==> src/rcfr_pkg.sv <==
// Shared types, constants and the CRC-8 step for the RC serial frame receiver.
// No dependencies; every other file of the block imports this package.
package rcfr_pkg;

	localparam int MAX_FRAME_BYTES_DEF = 64;
	localparam int CHANNELS            = 16;
	localparam int CHANNEL_BITS        = 11;
	localparam int CHAN_IDX_W          = 4;
	localparam int PAYLOAD_BYTES       = 22;
	localparam int PAYLOAD_BITS        = PAYLOAD_BYTES * 8;
	localparam int HEADER_BYTES        = 3;
	localparam int HEADER_FRAME_SIZE   = 5;
	localparam int FRAME_SIZE_W        = 9;
	localparam int QUEUE_DEPTH         = 2;
	localparam int IN_TDATA_W          = 40;
	localparam int OUT_TDATA_W         = 16;
	localparam int CFG_DATA_W          = 16;

	localparam logic [7:0]  RC_FRAME_TYPE     = 8'h16;
	localparam logic [7:0]  RC_LENGTH_BYTE    = 8'd24;
	localparam logic [7:0]  CRC_POLY          = 8'hD5;
	localparam logic [15:0] TIMEOUT_RESET     = 16'd1100;
	localparam logic [7:0]  OWN_ADDRESS_RESET = 8'hC8;

	typedef enum logic [0:0] {
		REG_FRAME_TIMEOUT = 1'b0,
		REG_OWN_ADDRESS   = 1'b1
	} cfg_reg_t;

	typedef logic [PAYLOAD_BITS-1:0] payload_t;

	// Front to queue: one completed RC frame to unpack
	typedef struct packed {
		logic     push;
		payload_t payload;
	} frame_req_t;

	// Queue to back
	typedef struct packed {
		logic     empty;
		logic     full;
		payload_t head;
	} queue_stat_t;

	function automatic logic [7:0] crc8_step(input logic [7:0] crc, input logic [7:0] data);
		logic [7:0] c;
		c = crc ^ data;
		for (int b = 0; b < 8; b++) begin
			c = c[7] ? ((c << 1) ^ CRC_POLY) : (c << 1);
		end
		return c;
	endfunction

endpackage

==> src/rcfr_front.sv <==
// Front end: byte intake, timeout, header capture, CRC and frame classification.
// Holds the configuration registers. Depends on rcfr_pkg.
module rcfr_front
	import rcfr_pkg::*;
#(
	parameter int MAX_FRAME_BYTES = MAX_FRAME_BYTES_DEF
) (
	input  logic                  clk,
	input  logic                  arst_n,
	input  logic                  cfg_valid,
	input  logic [0:0]            cfg_index,
	input  logic [CFG_DATA_W-1:0] cfg_data,
	input  logic                  byte_valid,
	input  logic [7:0]            rx_byte,
	input  logic [31:0]           arrival_us,
	output frame_req_t            req
);

	localparam int CNT_W = $clog2(MAX_FRAME_BYTES + 1);

	logic [15:0]             timeout_q;
	logic [7:0]              own_addr_q;
	logic [CNT_W-1:0]        cnt_q;
	logic [31:0]             start_q;
	logic [7:0]              crc_q;
	logic [7:0]              addr_q;
	logic [7:0]              len_q;
	logic [7:0]              type_q;
	payload_t                payload_q;

	logic [31:0]             elapsed;
	logic                    expired;
	logic [CNT_W-1:0]        cnt_eff;
	logic [FRAME_SIZE_W-1:0] pos;
	logic [FRAME_SIZE_W-1:0] frame_size;
	logic                    take;
	logic                    done;
	logic                    rc_ok;

	assign elapsed    = arrival_us - start_q;
	assign expired    = elapsed > {16'd0, timeout_q};
	assign cnt_eff    = expired ? '0 : cnt_q;
	assign pos        = FRAME_SIZE_W'(cnt_eff);
	assign frame_size = (pos < FRAME_SIZE_W'(HEADER_BYTES)) ? FRAME_SIZE_W'(HEADER_FRAME_SIZE)
		: ({1'b0, len_q} + FRAME_SIZE_W'(2));
	assign take       = (pos < frame_size) && (frame_size <= FRAME_SIZE_W'(MAX_FRAME_BYTES));
	assign done       = (pos + FRAME_SIZE_W'(1)) == frame_size;
	assign rc_ok      = (crc_q == rx_byte) && (type_q == RC_FRAME_TYPE)
		&& (addr_q == own_addr_q) && (len_q == RC_LENGTH_BYTE);

	assign req.push    = byte_valid && take && done && rc_ok;
	assign req.payload = payload_q;

	always_ff @(posedge clk or negedge arst_n) begin
		if (!arst_n) begin
			timeout_q  <= TIMEOUT_RESET;
			own_addr_q <= OWN_ADDRESS_RESET;
		end else if (cfg_valid) begin
			case (cfg_reg_t'(cfg_index))
				REG_FRAME_TIMEOUT: timeout_q  <= cfg_data;
				REG_OWN_ADDRESS:   own_addr_q <= cfg_data[7:0];
				default: ;
			endcase
		end
	end

	always_ff @(posedge clk or negedge arst_n) begin
		if (!arst_n) begin
			cnt_q   <= '0;
			start_q <= '0;
			crc_q   <= '0;
		end else if (byte_valid) begin
			if (cnt_eff == '0) begin
				start_q <= arrival_us;
			end
			if (!take) begin
				// drop the byte, keep the count until the timeout restarts the frame
				cnt_q <= cnt_eff;
			end else if (done) begin
				cnt_q <= '0;
			end else begin
				cnt_q <= cnt_eff + CNT_W'(1);
				if (pos == FRAME_SIZE_W'(2)) begin
					crc_q <= crc8_step(8'd0, rx_byte);
				end else if (pos > FRAME_SIZE_W'(2)) begin
					crc_q <= crc8_step(crc_q, rx_byte);
				end
			end
		end
	end

	always_ff @(posedge clk) begin
		if (byte_valid && take && !done) begin
			if (pos == FRAME_SIZE_W'(0)) begin
				addr_q <= rx_byte;
			end
			if (pos == FRAME_SIZE_W'(1)) begin
				len_q <= rx_byte;
			end
			if (pos == FRAME_SIZE_W'(2)) begin
				type_q <= rx_byte;
			end
			// shift payload in from the top so the first byte lands in the low bits
			if (pos >= FRAME_SIZE_W'(HEADER_BYTES)
					&& pos < FRAME_SIZE_W'(HEADER_BYTES + PAYLOAD_BYTES)) begin
				payload_q <= {rx_byte, payload_q[PAYLOAD_BITS-1:8]};
			end
		end
	end

endmodule

==> src/rcfr_queue.sv <==
// Short queue of completed RC frame payloads between front and back.
// Depends on rcfr_pkg.
module rcfr_queue
	import rcfr_pkg::*;
#(
	parameter int DEPTH = QUEUE_DEPTH
) (
	input  logic        clk,
	input  logic        arst_n,
	input  frame_req_t  req,
	input  logic        pop,
	output queue_stat_t stat
);

	localparam int PTR_W = (DEPTH > 1) ? $clog2(DEPTH) : 1;
	localparam int CNT_W = $clog2(DEPTH + 1);

	payload_t         mem_q [DEPTH];
	logic [PTR_W-1:0] wr_ptr_q;
	logic [PTR_W-1:0] rd_ptr_q;
	logic [CNT_W-1:0] count_q;
	logic             do_push;
	logic             do_pop;

	assign stat.empty = count_q == '0;
	assign stat.full  = count_q == CNT_W'(DEPTH);
	assign stat.head  = mem_q[rd_ptr_q];
	assign do_push    = req.push && !stat.full;
	assign do_pop     = pop && !stat.empty;

	always_ff @(posedge clk) begin
		if (do_push) begin
			mem_q[wr_ptr_q] <= req.payload;
		end
	end

	always_ff @(posedge clk or negedge arst_n) begin
		if (!arst_n) begin
			wr_ptr_q <= '0;
			rd_ptr_q <= '0;
			count_q  <= '0;
		end else begin
			if (do_push) begin
				wr_ptr_q <= (wr_ptr_q == PTR_W'(DEPTH - 1)) ? '0 : wr_ptr_q + PTR_W'(1);
			end
			if (do_pop) begin
				rd_ptr_q <= (rd_ptr_q == PTR_W'(DEPTH - 1)) ? '0 : rd_ptr_q + PTR_W'(1);
			end
			if (do_push && !do_pop) begin
				count_q <= count_q + CNT_W'(1);
			end else if (do_pop && !do_push) begin
				count_q <= count_q - CNT_W'(1);
			end
		end
	end

endmodule

==> src/rcfr_back.sv <==
// Back end: unpacks one queued payload into 16 channel results, one per cycle unless
// the output is stalled, through a registered output stage. Depends on rcfr_pkg.
module rcfr_back
	import rcfr_pkg::*;
(
	input  logic                    clk,
	input  logic                    arst_n,
	input  queue_stat_t             stat,
	output logic                    pop,
	input  logic                    out_ready,
	output logic                    out_valid,
	output logic [CHAN_IDX_W-1:0]   out_index,
	output logic [CHANNEL_BITS-1:0] out_value,
	output logic                    out_last
);

	logic                  busy_q;
	logic [CHAN_IDX_W-1:0] ch_q;
	payload_t              sh_q;
	logic                  out_valid_q;
	logic                  advance;
	logic                  emit;
	logic                  final_ch;

	assign advance   = !out_valid_q || out_ready;
	assign emit      = advance && busy_q;
	assign final_ch  = ch_q == CHAN_IDX_W'(CHANNELS - 1);
	assign pop       = !busy_q && !stat.empty;
	assign out_valid = out_valid_q;

	always_ff @(posedge clk or negedge arst_n) begin
		if (!arst_n) begin
			busy_q      <= 1'b0;
			ch_q        <= '0;
			out_valid_q <= 1'b0;
		end else begin
			if (advance) begin
				out_valid_q <= busy_q;
			end
			if (pop) begin
				busy_q <= 1'b1;
				ch_q   <= '0;
			end else if (emit) begin
				ch_q <= ch_q + CHAN_IDX_W'(1);
				if (final_ch) begin
					busy_q <= 1'b0;
				end
			end
		end
	end

	always_ff @(posedge clk) begin
		if (pop) begin
			sh_q <= stat.head;
		end else if (emit) begin
			sh_q <= sh_q >> CHANNEL_BITS;
		end
		if (emit) begin
			out_index <= ch_q;
			out_value <= sh_q[CHANNEL_BITS-1:0];
			out_last  <= final_ch;
		end
	end

endmodule

==> src/rc_serial_frame_receiver.sv <==
// RC serial frame receiver: one byte per cycle in, 16 channel results per good frame out.
// A good frame's CRC byte pushes its payload into the queue; the back end pops it when
// idle and sends one channel per cycle while m_axis_tready is high.
// Throughput: one byte per cycle; input stalls only while the two-entry frame queue is full.
// Reset (arst_n low): counters, CRC and queue cleared, timeout 1100 us, address 0xC8;
// no clearing pass, configuration writes are always ready.
module rc_serial_frame_receiver
	import rcfr_pkg::*;
#(
	parameter int MAX_FRAME_BYTES = MAX_FRAME_BYTES_DEF
) (
	input  logic                   clk,
	input  logic                   arst_n,
	input  logic                   s_axis_tvalid,
	output logic                   s_axis_tready,
	input  logic [IN_TDATA_W-1:0]  s_axis_tdata,  // rx_byte[7:0], arrival_us[39:8]
	output logic                   m_axis_tvalid,
	input  logic                   m_axis_tready,
	output logic [OUT_TDATA_W-1:0] m_axis_tdata,  // channel_index[3:0], channel_value[14:4], 0
	output logic                   m_axis_tlast,  // last_channel
	input  logic                   cfg_valid,
	output logic                   cfg_ready,
	input  logic [0:0]             cfg_index,
	input  logic [CFG_DATA_W-1:0]  cfg_data
);

	frame_req_t                req;
	queue_stat_t               stat;
	logic                      pop;
	logic [CHAN_IDX_W-1:0]     ch_index;
	logic [CHANNEL_BITS-1:0]   ch_value;

	assign s_axis_tready = !stat.full;
	assign cfg_ready     = 1'b1;
	assign m_axis_tdata  = {1'b0, ch_value, ch_index};

	rcfr_front #(
		.MAX_FRAME_BYTES(MAX_FRAME_BYTES)
	) u_front (
		.clk       (clk),
		.arst_n    (arst_n),
		.cfg_valid (cfg_valid),
		.cfg_index (cfg_index),
		.cfg_data  (cfg_data),
		.byte_valid(s_axis_tvalid && s_axis_tready),
		.rx_byte   (s_axis_tdata[7:0]),
		.arrival_us(s_axis_tdata[39:8]),
		.req       (req)
	);

	rcfr_queue #(
		.DEPTH(QUEUE_DEPTH)
	) u_queue (
		.clk   (clk),
		.arst_n(arst_n),
		.req   (req),
		.pop   (pop),
		.stat  (stat)
	);

	rcfr_back u_back (
		.clk      (clk),
		.arst_n   (arst_n),
		.stat     (stat),
		.pop      (pop),
		.out_ready(m_axis_tready),
		.out_valid(m_axis_tvalid),
		.out_index(ch_index),
		.out_value(ch_value),
		.out_last (m_axis_tlast)
	);

endmodule

==> config.mk <==
export PLATFORM = sky130hd
export DESIGN_NAME = rc_serial_frame_receiver
export DESIGN_NICKNAME = d
export VERILOG_FILES = /design/src/rcfr_pkg.sv /design/src/rcfr_front.sv /design/src/rcfr_queue.sv /design/src/rcfr_back.sv /design/src/rc_serial_frame_receiver.sv
export SDC_FILE = /design/constraint.sdc
export NUM_CORES = 1
export LEC_CHECK = 0
export BUFFER_PORTS_ARGS = -buffer_cell sky130_fd_sc_hd__buf_2
export CAP_MARGIN = 20
export CORE_ASPECT_RATIO = 0.9
export CORE_MARGIN = 5
export CORE_UTILIZATION = 60
export DETAILED_ROUTE_END_ITERATION = 8
export GPL_TIMING_DRIVEN = 0
export PLACE_DENSITY_LB_ADDON = 0.25
export SLEW_MARGIN = 40
export SYNTH_ARGS = -nofsm -noshare
export SYNTH_HDL_FRONTEND = slang
export SYNTH_HIERARCHICAL = 1
export SYNTH_SLANG_ARGS = --single-unit
==> constraint.sdc <==
create_clock -name clk -period 21 [get_ports clk]
set_input_delay 1.05 -clock clk [delete_from_list [all_inputs] [get_ports clk]]
set_output_delay 1.05 -clock clk [all_outputs]
set_load 0.005 [all_outputs]
* Word level (Yosys, flattened, before mapping)
Memories as Yosys holds them, arrays and structs flattened.
Cells that the tools add are included.
Widths: inputs -> output; s select.
** Cells by class
- Mux-type cells :: 35
- Add/sub/neg operators :: 9
- Reductions and logical operators :: 40
- $mul :: 0
- Eq/ne operators :: 9
- Div/mod/pow operators :: 0
- Shift-type cells :: 0
- Bitwise gates (word level) :: 19
- Magnitude comparators :: 7
** Operator list (number)
- $mux 176 :: 2
- $mux 8 :: 18
- $not 5->5 :: 16
- $gt 32x16->1 :: 1
- $sub 32x32->32 :: 1
- $mux 7 :: 3
- $eq 8x5->1 const B :: 2
- $eq 8x8->1 :: 2
- $logic_and 1x1->1 :: 16
- $reduce_and 2->1 :: 8
- $add 8x2->9 const B :: 1
- $eq 9x9->1 :: 1
- $le 9x7->1 const B :: 1
- $logic_not 9->1 :: 1
- $lt 7x9->1 :: 1
- $mux 9 :: 1
- $add 7x1->8 const B :: 1
- $mux 4 :: 2
- $reduce_bool 2->1 :: 4
- $xor 8x8->8 :: 1
- $add 7x1->7 const B :: 1
- $eq 7x1->1 const B :: 1
- $eq 7x2->1 const B :: 1
- $ge 7x2->1 const B :: 1
- other kinds (17) :: 32
** Storage, ports and cells
- Logic and storage cells :: 139
- Bits in registers :: 473
- Bits in writable memories :: 352
- Latch bits :: 0
- ROM bits :: 0
- Memories :: 1
- Input port bits :: 62
** Memories
- u_queue.mem_q :: depth 2, bits a word 176, read ports 1, clocked after memory_dff 0, wr ports 1, RTL line rcfr_queue.sv:18 : payload_t mem_q [DEPTH];

* Logic depth before layout (Yosys ltp)
- Word-level depth :: 19
- Mapped depth :: 40

* Hierarchy
The synthesis kept the hierarchy.
** Modules (own cells, without submodules)
- rcfr_queue :: sequential area each 10670.2 um2, times used 1, cells each 567, area an instance 13436.6 um2
- rcfr_front :: sequential area each 7791.2 um2, times used 1, cells each 1006, area an instance 12832.3 um2
- rcfr_back :: sequential area each 5915.7 um2, times used 1, cells each 769, area an instance 8280.4 um2
- rc_serial_frame_receiver :: sequential area each 0.0 um2, times used 1, cells each 6, area an instance 32.5 um2

* Least setup slack after synthesis
OpenSTA, ideal clock, no wires.
- Kind :: input-to-reg
- Start point :: input port s_axis_tdata[8]
- End point :: register u_front.payload_q[0], enable pin
- Path buffers :: 2
- Stages :: 31
- Arrival :: 15.491 ns
- Setup slack :: 4.739 ns
- Setup time :: 0.770 ns
- Data required time :: 20.230 ns
- Path through :: inv_1 ha_1 fa_1 nand2b_1 a21oi_1 o2111ai_1 and2_1 xnor2_1 ha_1 nand4_1 nor4_1 nor3_1 a221o_1 a2111oi_4 nand4_2 nor4_4 buf_2 nand2_1 inv_1 ha_1 clkbuf_1 and4_1 nand2_1 xnor2_1 o211ai_1 nor2_1 a211oi_1 a211oi_1 mux2i_1 nand3_1 a21oi_1
** On the way
- Cells in the longest elaborated chain, start to end :: 10
** RTL lines
- start: declaration :: RTL line rc_serial_frame_receiver.sv:16 : input logic [IN_TDATA_W-1:0] s_axis_tdata,
- $sub 32x32->32 * :: RTL line rcfr_front.sv:40 : assign elapsed = arrival_us - start_q;
- $gt 32x16->1 * :: RTL line rcfr_front.sv:41 : assign expired = elapsed > {16'd0, timeout_q};
- $mux 7 * :: RTL line rcfr_front.sv:42 : assign cnt_eff = expired ? '0 : cnt_q;
- $lt 7x2->1 :: RTL line rcfr_front.sv:44 : assign frame_size = (pos < FRAME_SIZE_W'(HEADER_BYTES)) ? FRAME_SIZE_W'(HEADER_FRAME_SIZE)
- $mux 9 :: RTL line rcfr_front.sv:44
- $lt 7x9->1 / $le 9x7->1 (equally long branches) :: RTL line rcfr_front.sv:46 : assign take = (pos < frame_size) && (frame_size <= FRAME_SIZE_W'(MAX_FRAME_BYTES));
- $logic_and 1x1->1 :: RTL line rcfr_front.sv:46
- $logic_and 1x1->1 (2 in a row) :: RTL line rcfr_front.sv:93 : if (byte_valid && take && !done) begin
- $reduce_and 2->1 (no line) *
- end signal: assignment :: RTL line rcfr_front.sv:106 : payload_q <= {rx_byte, payload_q[PAYLOAD_BITS-1:8]};
- end: declaration :: RTL line rcfr_front.sv:29 : payload_t payload_q;
Mark *: on every way between the ends. The rest lies on a longest branch, timed or not.
A chain may end at the register's enable or synchronous reset.

==> impl_metrics.env <==
export IMPL_status="complete, no violations"
export IMPL_final_common_cell="edfxtp_1"
export IMPL_timing_final_crit_period_ps=10760
export IMPL_numCtsBuffers=81
export IMPL_htree_levels=3
export IMPL_drtPass1Iterations=5
export IMPL_worstHoldPathType="in2async"
export IMPL_gp_congestion=0.913
export IMPL_grt_max_degree=47
export IMPL_r2r_slack_ps=10360
export IMPL_ios=82
export IMPL_die_h_um=238
export IMPL_timing_fmax_mhz=92.9
export IMPL_ff2ff_path_depth=35
export IMPL_root_buffer="clkbuf_16"
export IMPL_io_buffer_count=79
export IMPL_initial_core_util_pct=60.5
export IMPL_rows=83
export IMPL_worstSetupEndpointType="flop"
export IMPL_drc=0
export IMPL_crit_family="simple AND/OR/NAND/NOR gates"
export IMPL_slew_viol_final=0
export IMPL_yosysWarnings=6
export IMPL_finalInstanceArea_um2=39200
export IMPL_crit_fanout=16
export IMPL_arrival_ps=11100
export IMPL_cts_reportedPaths_clkPinSlew_ps=60
export IMPL_drtIter0Drc=1443
export IMPL_timing_rr_start="u_front/start_q[10]$_DFFE_PN0P_"
export IMPL_slowest_stage="nor4_1"
export IMPL_cap_violations=0
export IMPL_clockBufferDepth=3
export IMPL_critical_path_buf_inv_count=9
export IMPL_wl_um=68800
export IMPL_r2r_end="u_queue/mem_q[0][50]$_DFFE_PP_"
export IMPL_clock_latency_ps=640
export IMPL_cts_tree="built"
export IMPL_hold_viol=0
export IMPL_max_slew_margin_pct=45.7
export IMPL_routed_via_density=5.64
export IMPL_yosys_most_used_dff="edfxtp_1"
export IMPL_power_density_nw_per_um2=127
export IMPL_syn_area_um2=34600
export IMPL_fill_cells=3794
export IMPL_cp_required_ps=21330
export IMPL_antenna_cells=0
export IMPL_netlist_instances=2348
export IMPL_grt_pass1_wl_um=109000
export IMPL_ctsHoldBuffers=0
export IMPL_overflow=0
export IMPL_die_area_um2=62500
export IMPL_synth_cell_types=76
export IMPL_post_cts_buffers=0
export IMPL_die_w_um=263
export IMPL_synth_seq_cells=825
export IMPL_postSynthNetCount=2472
export IMPL_p_total_mw=4.99
export IMPL_synth_avg_cell_area_um2=14.7
export IMPL_crit_top_cell="buf_16"
export IMPL_hpwlAfterDp_um=46600
export IMPL_rsz0062_at_grt="no"
export IMPL_fin_tns_setup_ps=0
export IMPL_dpl_cell_area_um2=36700
export IMPL_core_area_um2=57100
export IMPL_cts_sinks=825
export IMPL_p_leak_nw=15.0
export IMPL_first_global_vias=19500
export IMPL_setup_viol=0
export IMPL_grt_usage_pct=21.9
export IMPL_startpoint_type="input pin"
export IMPL_path_class="in2reg"
export IMPL_drive_above_1_share_pct=20.5
export IMPL_ys_seq_area_share_pct=70.5
export IMPL_wl_per_cell_um=20.4
export IMPL_fin_worst_skew_ps=43.4
export IMPL_finalCritPeriodShare_pct=51.2
export IMPL_slowest_delay_ps=680
export IMPL_synth_edf_count=744
export IMPL_routed_via_count=19000
export IMPL_layout_common_cells="edfxtp_1 (744), nand2_1 (573), mux2_4 (130)"
export IMPL_max_slew_worst_pin_slew_ps=814
export IMPL_async_reset_ff_share_pct=9.82
export IMPL_syn2layout_area_growth_pct=13.3
export IMPL_final_nets=2670
export IMPL_ant_nets=0
export IMPL_peakVddDrop_mv=0.0877
export IMPL_cts_resized=0
export IMPL_antenna_found_initial=3
report_power, final:
part	internal [mW]	leakage (nW)	total [mW]	switching, mW
Sequential	2.12	7.85	2.22	0.0934
Clock	0.751	1.18	1.34	0.592
Combinational	0.587	5.96	1.44	0.849
worst max path at each step:
stage                     startpoint                        endpoint  slack, ps  depth (start not counted)
global route        s_axis_tdata[18]  u_queue/mem_q[0][41]$_DFFE_PP_       9590                         35
CTS                 s_axis_tdata[18]  u_queue/mem_q[0][41]$_DFFE_PP_      10290                         35
finish              s_axis_tdata[18]  u_queue/mem_q[0][50]$_DFFE_PP_      10240                         35
floorplan            s_axis_tdata[8]  u_front/payload_q[0]$_DFFE_PP_       4740                         31
detailed placement  s_axis_tdata[18]  u_queue/mem_q[0][31]$_DFFE_PP_       9670                         35
global placement    s_axis_tdata[18]  u_front/payload_q[4]$_DFFE_PP_      -3400                         31
per-stage QoR:
stage | hold WS [ps] | std cells | utilization (%) | setup slack, ps
after global routing | 355 | 3374 | 68.6 | 9590
after detailed placement | 405 | 3228 | 64.3 | 9670
after CTS | 331 | 3374 | 68.6 | 10290
final | 346 | 3374 | 68.6 | 10240
after global placement | 404 | 3192 | 62.9 | -3400
after floorplan | 400 | 2348 | - | 4740
flip-flops by register name, indices dropped and copies added, names as in the netlist:
name                cells
u_queue/mem_q         352
u_front/start_q        32
u_back/out_last         1
u_queue/rd_ptr_q        1
u_front/type_q          8
u_back/out_valid        1
u_front/own_addr_q      8
u_back/out_value       11
u_queue/wr_ptr_q        1
u_back/out_index        4
u_front/cnt_q           7
u_front/crc_q           8
u_front/payload_q     176
u_back/busy_q           1
u_front/timeout_q      16
u_front/len_q           8
u_front/addr_q          8
u_back/ch_q             4
u_queue/count_q         2
u_back/sh_q           176
cell type report:
class / instances / area (um^2) / area share (%)
clock inverters: 39 / 308 / 0.786
repair buffers: 115 / 1130 / 2.88
well taps: 765 / 957 / 2.44
plain buffers: 87 / 608 / 1.55
flip-flops and latches: 825 / 24400 / 62.2
clock buffers: 107 / 2160 / 5.50
inverters: 69 / 260 / 0.664
multi-input cells: 1367 / 9380 / 23.9
cell families after synthesis:
kind of cell,Yosys count,share of synthesized area [%]
xor+xnor,83,2.10
compound gates,203,3.91
other cells,2,0.0217
buf+inv,156,2.51
mux,233,8.97
flops,825,70.5
simple gates,784,9.73
fa+ha+maj,62,2.26
synthesized netlist by cell type (3+ instances only):
library cell / count / area [um^2]
nand3_1: 26 / 130
nor2b_1: 11 / 68.8
a311oi_1: 4 / 35.0
o21ai_0: 57 / 285
dfrtp_1: 74 / 1850
nand2b_1: 17 / 106
xor2_1: 29 / 254
dfstp_2: 7 / 184
clkbuf_1: 21 / 78.8
nand3b_1: 3 / 22.5
xnor2_1: 54 / 473
o211ai_1: 13 / 97.6
mux2i_1: 7 / 70.1
a21o_1: 19 / 143
a221oi_1: 3 / 26.3
a211oi_1: 6 / 45.0
edfxtp_1: 744 / 22300
nor3_1: 14 / 70.1
nor4_1: 11 / 68.8
or3_1: 3 / 18.8
a31oi_1: 4 / 25.0
buf_2: 33 / 165
and3_1: 15 / 93.8
nor2_1: 51 / 191
mux2_4: 130 / 1950
mux2_2: 96 / 1080
o21bai_1: 8 / 60.1
nand4_1: 16 / 100
buf_6: 29 / 327
a221o_1: 3 / 30.0
o21a_1: 3 / 22.5
and2_1: 26 / 163
buf_4: 3 / 22.5
nor4b_1: 3 / 26.3
inv_1: 68 / 255
or2_2: 4 / 25.0
nand2_1: 573 / 2150
a21oi_1: 53 / 265
a2111oi_0: 5 / 43.8
ha_1: 61 / 763
layer usage:
layer | track usage (%) | share of wire, % | up-vias
met1 | 30.3 | 43 | 9554
li1 | - | - | 8898
met5 | 0 | 0 | -
met2 | 37.3 | 50 | 485
met3 | 3.73 | 4.7 | 105
met4 | 5.03 | 2.0 | 0
Power figures use the tool's default switching activity.
